==> config.mk <==
export PLATFORM = sky130hd
export DESIGN_NAME = tlba_ctrl
export DESIGN_NICKNAME = d
export VERILOG_FILES = /design/src/rtl/core/tlba_pkg.sv /design/src/rtl/core/tlba_ctrl.sv
export SDC_FILE = /design/constraint.sdc
export NUM_CORES = 1
export LEC_CHECK = 0
export BUFFER_PORTS_ARGS = -buffer_cell sky130_fd_sc_hd__buf_2
export CAP_MARGIN = 25
export CORE_AREA = 2 2 39 41
export CTS_CLUSTER_DIAMETER = 50
export CTS_CLUSTER_SIZE = 14
export DETAILED_ROUTE_END_ITERATION = 12
export DIE_AREA = 0 0 41 43
export GPL_TIMING_DRIVEN = 0
export HOLD_SLACK_MARGIN = 0.12
export PLACE_DENSITY_LB_ADDON = 0.15
export SYNTH_ARGS = -nofsm -noshare
export SYNTH_HDL_FRONTEND = slang
export SYNTH_SLANG_ARGS = --single-unit
==> constraint.sdc <==
create_clock -name clk -period 1.35 [get_ports clk]
set_input_delay 0.0675 -clock clk [delete_from_list [all_inputs] [get_ports clk]]
set_output_delay 0.0675 -clock clk [all_outputs]
set_load 0.01 [all_outputs]
==> src/rtl/core/tlba_pkg.sv <==
// Shared types and constants for the two-level bitmap handle allocator.
`default_nettype none

package tlba_pkg;

    localparam int VALUE_W   = 13;
    localparam int HANDLE_W  = 12;
    localparam int CFG_IDX_W = 1;

    localparam logic [CFG_IDX_W-1:0] REG_HANDLE_LIMIT  = 1'b0;
    localparam logic [CFG_IDX_W-1:0] REG_PENDING_LIMIT = 1'b1;

    localparam logic [VALUE_W-1:0] LIMIT_RESET = 13'd1024;

    typedef enum logic [1:0] {
        STATUS_OK            = 2'd0,
        STATUS_PENDING_LIMIT = 2'd1,
        STATUS_NO_FREE       = 2'd2,
        STATUS_NO_HANDLE     = 2'd3
    } status_t;

    typedef enum logic [2:0] {
        S_CLEAR,
        S_IDLE,
        S_EVAL,
        S_GROUP,
        S_WORD
    } state_t;

    typedef struct packed {
        logic    clear_row;
        logic    load;
        logic    release_item;
        logic    grant;
        logic    use_scan;
        logic    next_group;
        logic    fetch_word;
        logic    reject;
        status_t reject_code;
    } cmd_t;

    typedef struct packed {
        logic clear_last;
        logic is_release;
        logic limit_hit;
        logic hint_ok;
        logic group_out;
        logic group_full;
        logic word_out;
        logic word_full;
        logic over_limit;
    } stat_t;

endpackage

`default_nettype wire

==> src/rtl/core/tlba_ctrl.sv <==
// Controller state machine that sequences clearing, lookup, scan and commit.
`default_nettype none

module tlba_ctrl
(
    input  wire logic           clk,
    input  wire logic           rst_n,
    input  wire logic           start,
    output logic                busy,
    input  wire tlba_pkg::stat_t stat,
    output tlba_pkg::cmd_t      cmd
);

    tlba_pkg::state_t state_reg;
    tlba_pkg::state_t state_next;

    always_ff @(posedge clk or negedge rst_n)
    begin
        if (!rst_n)
        begin
            state_reg <= tlba_pkg::S_CLEAR;
        end
        else
        begin
            state_reg <= state_next;
        end
    end

    always_comb
    begin
        state_next = state_reg;
        cmd        = '0;
        busy       = (state_reg != tlba_pkg::S_IDLE);
        case (state_reg)
            tlba_pkg::S_CLEAR:
            begin
                cmd.clear_row = 1'b1;
                if (stat.clear_last)
                begin
                    state_next = tlba_pkg::S_IDLE;
                end
            end
            tlba_pkg::S_IDLE:
            begin
                if (start)
                begin
                    cmd.load   = 1'b1;
                    state_next = tlba_pkg::S_EVAL;
                end
            end
            tlba_pkg::S_EVAL:
            begin
                if (stat.is_release)
                begin
                    cmd.release_item = 1'b1;
                    state_next       = tlba_pkg::S_IDLE;
                end
                else if (stat.limit_hit)
                begin
                    cmd.reject      = 1'b1;
                    cmd.reject_code = tlba_pkg::STATUS_PENDING_LIMIT;
                    state_next      = tlba_pkg::S_IDLE;
                end
                else if (stat.hint_ok)
                begin
                    cmd.grant  = 1'b1;
                    state_next = tlba_pkg::S_IDLE;
                end
                else
                begin
                    state_next = tlba_pkg::S_GROUP;
                end
            end
            tlba_pkg::S_GROUP:
            begin
                if (stat.group_out)
                begin
                    cmd.reject      = 1'b1;
                    cmd.reject_code = tlba_pkg::STATUS_NO_FREE;
                    state_next      = tlba_pkg::S_IDLE;
                end
                else if (stat.group_full)
                begin
                    cmd.next_group = 1'b1;
                end
                else if (stat.word_out)
                begin
                    cmd.reject      = 1'b1;
                    cmd.reject_code = tlba_pkg::STATUS_NO_FREE;
                    state_next      = tlba_pkg::S_IDLE;
                end
                else
                begin
                    cmd.fetch_word = 1'b1;
                    state_next     = tlba_pkg::S_WORD;
                end
            end
            tlba_pkg::S_WORD:
            begin
                if (stat.word_full || stat.over_limit)
                begin
                    cmd.reject      = 1'b1;
                    cmd.reject_code = tlba_pkg::STATUS_NO_FREE;
                end
                else
                begin
                    cmd.grant    = 1'b1;
                    cmd.use_scan = 1'b1;
                end
                state_next = tlba_pkg::S_IDLE;
            end
            default:
            begin
                state_next = tlba_pkg::S_IDLE;
            end
        endcase
    end

endmodule

`default_nettype wire

After elaboration in Yosys (flattened, before gate mapping)
Index checks and enable logic that the tools add are counted.
Word-level totals
  input port bits: 12
  bits in registers: 3
Operators by class
  multiplexer cells: 31
  equal/unequal tests: 8
  reductions and logical operators: 3
Operator list (number)
  two-way mux 3 bit: 12
  case mux 3 bit (4 select lines): 1
  two-way mux 1 bit: 11
  case mux 3 bit (3 select lines): 1
  two-way mux 2 bit: 4
  equality test 3 x 2 -> 1 bit, second input constant: 2
  two-way mux 4 bit: 1
  inequality test 2 bit, second input constant: 2
  equality test 3 x 1 -> 1 bit, second input constant: 1
  equality test 3 bit, second input constant: 1
  zero test 3 bit: 1
  inequality test 3 x 1 -> 1 bit, second input constant: 1
  inequality test 3 bit, second input constant: 1
  AND reduction 3 bit: 1
  case mux 1 bit (2 select lines): 1
  logical OR 1 bit: 1

Logic depth before layout (Yosys ltp)
Gate-level depths: netlist of the first run.
  word-level depth: 4
  gate-level depth with buffers: 4
  mapped depth without buffers: 3

Worst setup path after synthesis of the first run
OpenSTA, ideal clock, no wires.
  path type: reg2out
  from: register state_reg[0]
  to: output port cmd[5] in the netlist's numbering
  cell stages (with the launch flop): 4
  slack: 82 ps
  arrival time: 1200 ps
  path buffers: 1
  cells stage by stage: dfrtp_1 -> clkbuf_1 -> or3_1 -> nor3_1
RTL lines
  start: declaration: line tlba_ctrl.sv:14  | tlba_pkg::state_t state_reg;
  start signal: assignment: line tlba_ctrl.sv:21  | state_reg <= tlba_pkg::S_CLEAR;
  start signal: assignment: line tlba_ctrl.sv:25  | state_reg <= state_next;
  end: declaration: line tlba_ctrl.sv:11  | output tlba_pkg::cmd_t cmd

==> results of run 1 <==
-- synth_stat cells --
| library cell | count | area, um2 |
|---|---|---|
| nand2b_2 | 1 | 8.760 |
| dfrtp_1 | 3 | 75.07 |
| a21oi_1 | 2 | 10.01 |
| nor3b_1 | 1 | 7.510 |
| or4_1 | 1 | 7.510 |
| or3_1 | 2 | 12.51 |
| o221ai_2 | 1 | 15.01 |
| clkbuf_1 | 1 | 3.750 |
| a32oi_1 | 1 | 8.760 |
| and4b_1 | 1 | 10.01 |
| or4b_4 | 1 | 13.76 |
| o22ai_1 | 1 | 6.260 |
| nor3_1 | 3 | 15.01 |
| nor4b_1 | 1 | 8.760 |
| nand2_1 | 2 | 7.510 |
| nor2_1 | 5 | 18.77 |
| nand3_1 | 2 | 10.01 |
| nor2b_1 | 2 | 12.51 |
| inv_1 | 5 | 18.77 |
| a31oi_1 | 1 | 6.260 |
| o32ai_1 | 1 | 8.760 |
-- worst reg2reg max path, cell delays in order, from the launching register on --
cell and delay, ns:
dfrtp_1 0.37, nand2b_4 0.14, buf_4 0.13, or4_1 0.40, a21oi_1 0.15
-- kinds of logic after synthesis --
family | after synthesis | share of synthesized area
AOI/OAI and AO/OA | 7 | 0.1930
buffers and inverters | 6 | 0.07894
DFF | 3 | 0.2632
and+or+nand+nor | 22 | 0.4649
-- placed cells by master (no fill, tap or decap), types with 2 or more instances in the layout --
| cell type | n |
|---|---|
| clkbuf_4 | 4 |
| nand3_1 | 2 |
| buf_2 | 22 |
| nand2_1 | 2 |
| dlygate4sd3_1 | 2 |
| a21oi_1 | 2 |
| buf_4 | 4 |
| nor2b_1 | 2 |
| dfrtp_2 | 2 |
| nor2_1 | 5 |
| nor3_1 | 3 |
| inv_1 | 5 |
-- how the worst max path moves through the flow --
stage | start | end | slack [ns] | depth (start not counted)
after floorplan | state_reg[0]$_DFFE_PN0P_ | cmd[5] | 0.08 | 3
after global routing | state_reg[0]$_DFFE_PN0P_ | cmd[2] | -0.22 | 4
after detailed placement | state_reg[1]$_DFFE_PN0P_ | cmd[2] | -0.05 | 4
after CTS | state_reg[0]$_DFFE_PN0P_ | cmd[2] | -0.18 | 4
final | state_reg[0]$_DFFE_PN0P_ | cmd[2] | -0.16 | 4
after global placement | state_reg[1]$_DFFE_PN0P_ | cmd[2] | -0.06 | 4
-- metrics by stage --
stage | hold slack (ns) | area, um2
2_1_floorplan | -0.2281 | 285.3
3_3_place_gp | -0.1342 | 415.4
3_5_place_dp | -0.1351 | 415.4
4_1_cts | 0.1275 | 500.5
5_1_grt | 0.1568 | 525.5
6_report | 0.1532 | 525.5
-- timing repair --
item,CTS,global route
pin swaps,1,3
endpoints found under the setup margin,8,7
endpoints found under the hold margin,4,0
hold buffers,2,0
setup buffers,3,2
gates resized for setup,6,2
-- layout make-up --
class | count | area [um2] | share of cell area
Sequential cell | 3 | 77.57 | 0.1476
Tap cell | 16 | 20.02 | 0.03810
Timing Repair Buffer | 29 | 171.4 | 0.3262
Inverter | 5 | 18.77 | 0.03571
Multi-Input combinational cell | 29 | 203.9 | 0.3881
Clock buffer | 4 | 26.28 | 0.05000
Buffer | 1 | 7.507 | 0.01429
-- layer usage --
| metal | routed length, um | GRT usage |
|---|---|---|
| met4 | 0 | 0.08000 |
| met5 | 0 | 0 |
| met1 | 344 | 0.1161 |
| met3 | 56 | 0.01571 |
| met2 | 476 | 0.1531 |
-- report_power, final --
group / switching (mW) / leakage, nW / internal, mW
logic: 0.231 / 0.224 / 0.235
registers: 0.0317 / 0.0351 / 0.123
clock network: 0.0450 / 0.0150 / 0.111
total: 0.308 / 0.274 / 0.469
==> results.ini, run 1 <==
[clocking]
cts_tree = done
clockRootBuffer = clkbuf_4
insertion_delay_ns = 0.23
htreeDepth = 1
clk_pin_slew_ns = 0.04
cts_sinks = 3
cts-buffers-inserted = 3
cts_buffer_depth = 2

[sta]
drv_slew = 0
hold_violations = 0
worst_pin_slew_ns = 0.2318
period_minus_slack_ns = 1.512
setup_viol = 6
fin_ws_ns = -0.1617
period_share = 1.120
fmax_mhz = 661.5
rsz0062_at_grt = true
fin_skew_ns = 0.002598
tns_ns = -0.6260
slew_headroom = 0.8455

[detailed_routing]
drt_iter0_drc = 1
drtAntennaViolNets = 0
drt-total-wl_um = 877
vias_per_cell = 4.609
vias = 401
dr.pass1.iters = 3
drc = 0
wl_per_cell_um = 10.08

[global_route]
grt_pass1_vias = 335
grt_pass1_wl_um = 1193
grt_max_degree = 11
grt-ovfl-total = 0
grt_usage = 0.1005
antenna_found_initial = 0

[final_layout]
largest_register_ffs = 3
area_growth_pct = 84.21
final_nets = 84
post-route-util = 0.3797
antenna_cells = 0
fillers = 162
drive_above_1_share = 0.5352
final_cells = 87

[min_path]
hold_end = state_reg[1]$_DFFE_PN0P_
hp-class = input pin to flop
hold_depth = 3
min_from = stat[6]

[setup_path]
worst_ep_arrival_time_ns = 1.44
crit_chain = nand2b_4, or4b_4, o221ai_2, buf_2
slowest_stage = or4b_4
critical_path_buf_inv_count = 1
worst-r2r-cell-count = 4
start_kind = flop
worst-path-max-fanout = 2
end_kind = output pin
critPathTopFamily = simple AND/OR/NAND/NOR gates
cpPeakStageDelay_ns = 0.49
worstPathRequired_ns = 1.28
timing.rr.end = state_reg[1]$_DFFE_PN0P_
rr_startpoint = state_reg[0]$_DFFE_PN0P_
criticalPathCategory = flop to output pin
regToRegSetupSlack_ns = 0.09

[placed_design]
io_buffers = 22
dpl.hpwl_um = 633.5
dp.cells = 76
place_congestion = 0.6413
pre_cts_ws_ns = -0.05205

[logic_synthesis]
syn-cell-area_um2 = 285.3
syn_avg_cell_area_um2 = 7.507
syn-num-nets = 50
yosysSeqAreaShare = 0.2632
ys_ff_latch = 3
synthCells = 38
yosys_warnings = 0
netlist-cell-type-count = 21

[status]
outcome = complete, but fails checks
violations = setup timing

[floorplan]
die_w_um = 41
coreArea_um2 = 1384
fp.dieH_um = 43
die_area_um2 = 1763
rows = 14
boundaryPins = 23
initial_core_util = 0.2061

[power_and_ir_drop]
total_power_mw = 0.7769
ir_worst_vdd_uv = 553.2
power_leakage_nw = 0.2741
powerDensity_nw_per_um2 = 1478

[run]
maxCapViolCount = 0

Note: power is estimated with default switching activity, not from simulation.
==> run 2, diff against run 1 <==
Settings changed: CELL_PAD_IN_SITES_DETAIL_PLACEMENT from default to 1, CELL_PAD_IN_SITES_GLOBAL_PLACEMENT from default to 2, CORE_AREA 2 2 39 41 to default, CORE_MARGIN from default to 2, CORE_UTILIZATION from default to 16, DIE_AREA 0 0 41 43 to default.
==> results.ini, run 2 (synthesis results as in run 1) <==
[detailed_routing]
drc = 0  ; unchanged
dr.pass1.iters = 2  ; was 3
vias = 408  ; was 401
drt_iter0_drc = 4  ; was 1
drtAntennaViolNets = 0  ; unchanged
vias_per_cell = 4.295  ; was 4.609
drt-total-wl_um = 988  ; was 877 um
wl_per_cell_um = 10.40  ; was 10.08 um

[clocking]
cts-buffers-inserted = 3  ; unchanged
htreeDepth = 1  ; unchanged
insertion_delay_ns = 0.23  ; about the same
cts_sinks = 3  ; unchanged
cts_tree = done  ; unchanged
clockRootBuffer = clkbuf_4  ; unchanged
cts_buffer_depth = 2  ; unchanged
clk_pin_slew_ns = 0.04  ; about the same

[placed_design]
place_congestion = 0.6269  ; was 0.6413
dpl-instance-area_um2 = 426.7  ; was 415.4 um2
io_buffers = 22  ; unchanged

[final_layout]
final_area_um2 = 548.0  ; was 525.5 um2
drive_above_1_share = 0.6000  ; was 0.5352
antenna_cells = 0  ; unchanged
layout_commonest_cell = buf_2  ; unchanged
largest_register_ffs = 3  ; unchanged
area_growth_pct = 92.11  ; was 84.21%
multiInputGateArea_um2 = 219.0  ; was 203.9 um2
regArea_um2 = 77.57  ; unchanged
final_nets = 83  ; was 84
final_cell_mix = buf_2 (21), buf_4 (5), nor2_1 (5), inv_1 (4)  ; was buf_2 (22), inv_1 (5), nor2_1 (5), clkbuf_4 (4), buf_4 (4)
fillers = 213  ; was 162

[sta]
drv_slew = 0  ; unchanged
period_share = 1.136  ; was 1.120
slew_headroom = 0.8163  ; was 0.8455
setup_viol = 6  ; unchanged
fin_skew_ns = 0.002904  ; was 0.002598 ns
tns_ns = -0.6636  ; was -0.6260 ns
fmax_mhz = 651.9  ; was 661.5 MHz
worst_pin_slew_ns = 0.2755  ; was 0.2318 ns
hold_violations = 0  ; unchanged
period_minus_slack_ns = 1.534  ; was 1.512 ns
holdWs_ns = 0.1454  ; was 0.1532 ns
fin_ws_ns = -0.1840  ; was -0.1617 ns
rsz0062_at_grt = true  ; unchanged

[setup_path]
start_kind = flop  ; unchanged
worstPathRequired_ns = 1.28  ; about the same
end_kind = output pin  ; unchanged
worst_ep_arrival_time_ns = 1.47  ; was 1.44 ns
worst-path-max-fanout = 6  ; was 2
criticalPathCategory = flop to output pin  ; unchanged

[global_route]
use_met1 = 0.1449  ; was 0.1161
antenna_found_initial = 0  ; unchanged
grt.busiest_layer = met2  ; unchanged
grt.met3_usage = 0.03529  ; was 0.01571
met2_usage = 0.1750  ; was 0.1531
grt_pass1_vias = 401  ; was 335
grt-ovfl-total = 0  ; unchanged
grt_usage = 0.1117  ; was 0.1005
grt_max_degree = 11  ; unchanged
grt_pass1_wl_um = 1662  ; was 1193 um

[floorplan]
initial_core_util = 0.1670  ; was 0.2061
coreArea_um2 = 1708  ; was 1384 um2
fp.dieH_um = 46.23  ; was 43 um
rows = 15  ; was 14
die_w_um = 46.23  ; was 41 um
die_area_um2 = 2137  ; was 1763 um2
boundaryPins = 23  ; unchanged

[power_and_ir_drop]
power_leakage_nw = 0.2722  ; was 0.2741 nW
ir_worst_vdd_uv = 667.6  ; was 553.2 uV
powerDensity_nw_per_um2 = 1502  ; was 1478 nW/um2

[status]
outcome = complete, but fails checks  ; unchanged
violations = setup timing  ; unchanged

[run]
maxCapViolCount = 0  ; unchanged

[min_path]
hp-class = input pin to asynchronous set/reset pin  ; was input pin to flop

-- run 2: critical path: stages (launching register included) --
cell and delay [ns]:
dfrtp_2 0.44, or4b_4 0.57, o221ai_2 0.07, buf_2 0.15
-- run 2: worst paths after layout --
check                                          from                       end  slack, ns  cells past startpoint
max                        state_reg[2]$_DFFE_PN0P_                    cmd[2]      -0.18                      3
min                                           rst_n  state_reg[1]$_DFFE_PN0P_       0.15                      2
max reg2reg                state_reg[0]$_DFFE_PN0P_  state_reg[1]$_DFFE_PN0P_       0.07                      4
min reg2reg                state_reg[2]$_DFFE_PN0P_  state_reg[1]$_DFFE_PN0P_       0.50                      1
max in group asynchronous                     rst_n  state_reg[2]$_DFFE_PN0P_       1.08                      2
min in group clk                            stat[5]  state_reg[1]$_DFFE_PN0P_       0.15                      3
-- run 2: where the power goes --
part | switching, mW | internal (mW) | leakage (nW) | total [mW]
Sequential | 0.0348 | 0.123 | 0.0351 | 0.158
Combinational | 0.248 | 0.261 | 0.222 | 0.509
Clock | 0.0452 | 0.111 | 0.0150 | 0.156
Total | 0.328 | 0.495 | 0.272 | 0.823
-- run 2: cell type report --
type                            count  area share
Multi-Input combinational cell     29      0.3995
Buffer                              1     0.01370
Sequential cell                     3      0.1416
Timing Repair Buffer               28      0.3059
Clock buffer                        4     0.04795
Inverter                            5     0.03425
Tap cell                           25     0.05708
-- run 2: timing repair --
| item | CTS | global route |
|---|---|---|
| hold endpoints to repair | 3 | 0 |
| hold buffers | 1 | 0 |
| endpoints found under the setup margin | 8 | 9 |
| setup buffers | 5 | 0 |
| gates resized for setup | 10 | 4 |
| pin swaps | 3 | 3 |
-- run 2: per-layer routing --
| metal | vias to the layer above | routed length, um |
|---|---|---|
| met3 | 0 | 32 |
| li1 | 207 | - |
| met5 | - | 0 |
| met4 | 0 | 0 |
| met2 | 10 | 481 |
| met1 | 191 | 474 |
-- run 2: metrics by stage --
stage	utilization	worst slack, ns	power (mW)	instances
3_3_place_gp	0.2498	-0.07183	0.5398	85
5_1_grt	0.3209	-0.2493	0.9145	95
2_1_floorplan	-	0.08214	0.3897	38
3_5_place_dp	0.2498	-0.06222	0.5399	85
4_1_cts	0.3128	-0.1920	0.8254	95
6_report	0.3209	-0.1840	0.8231	95
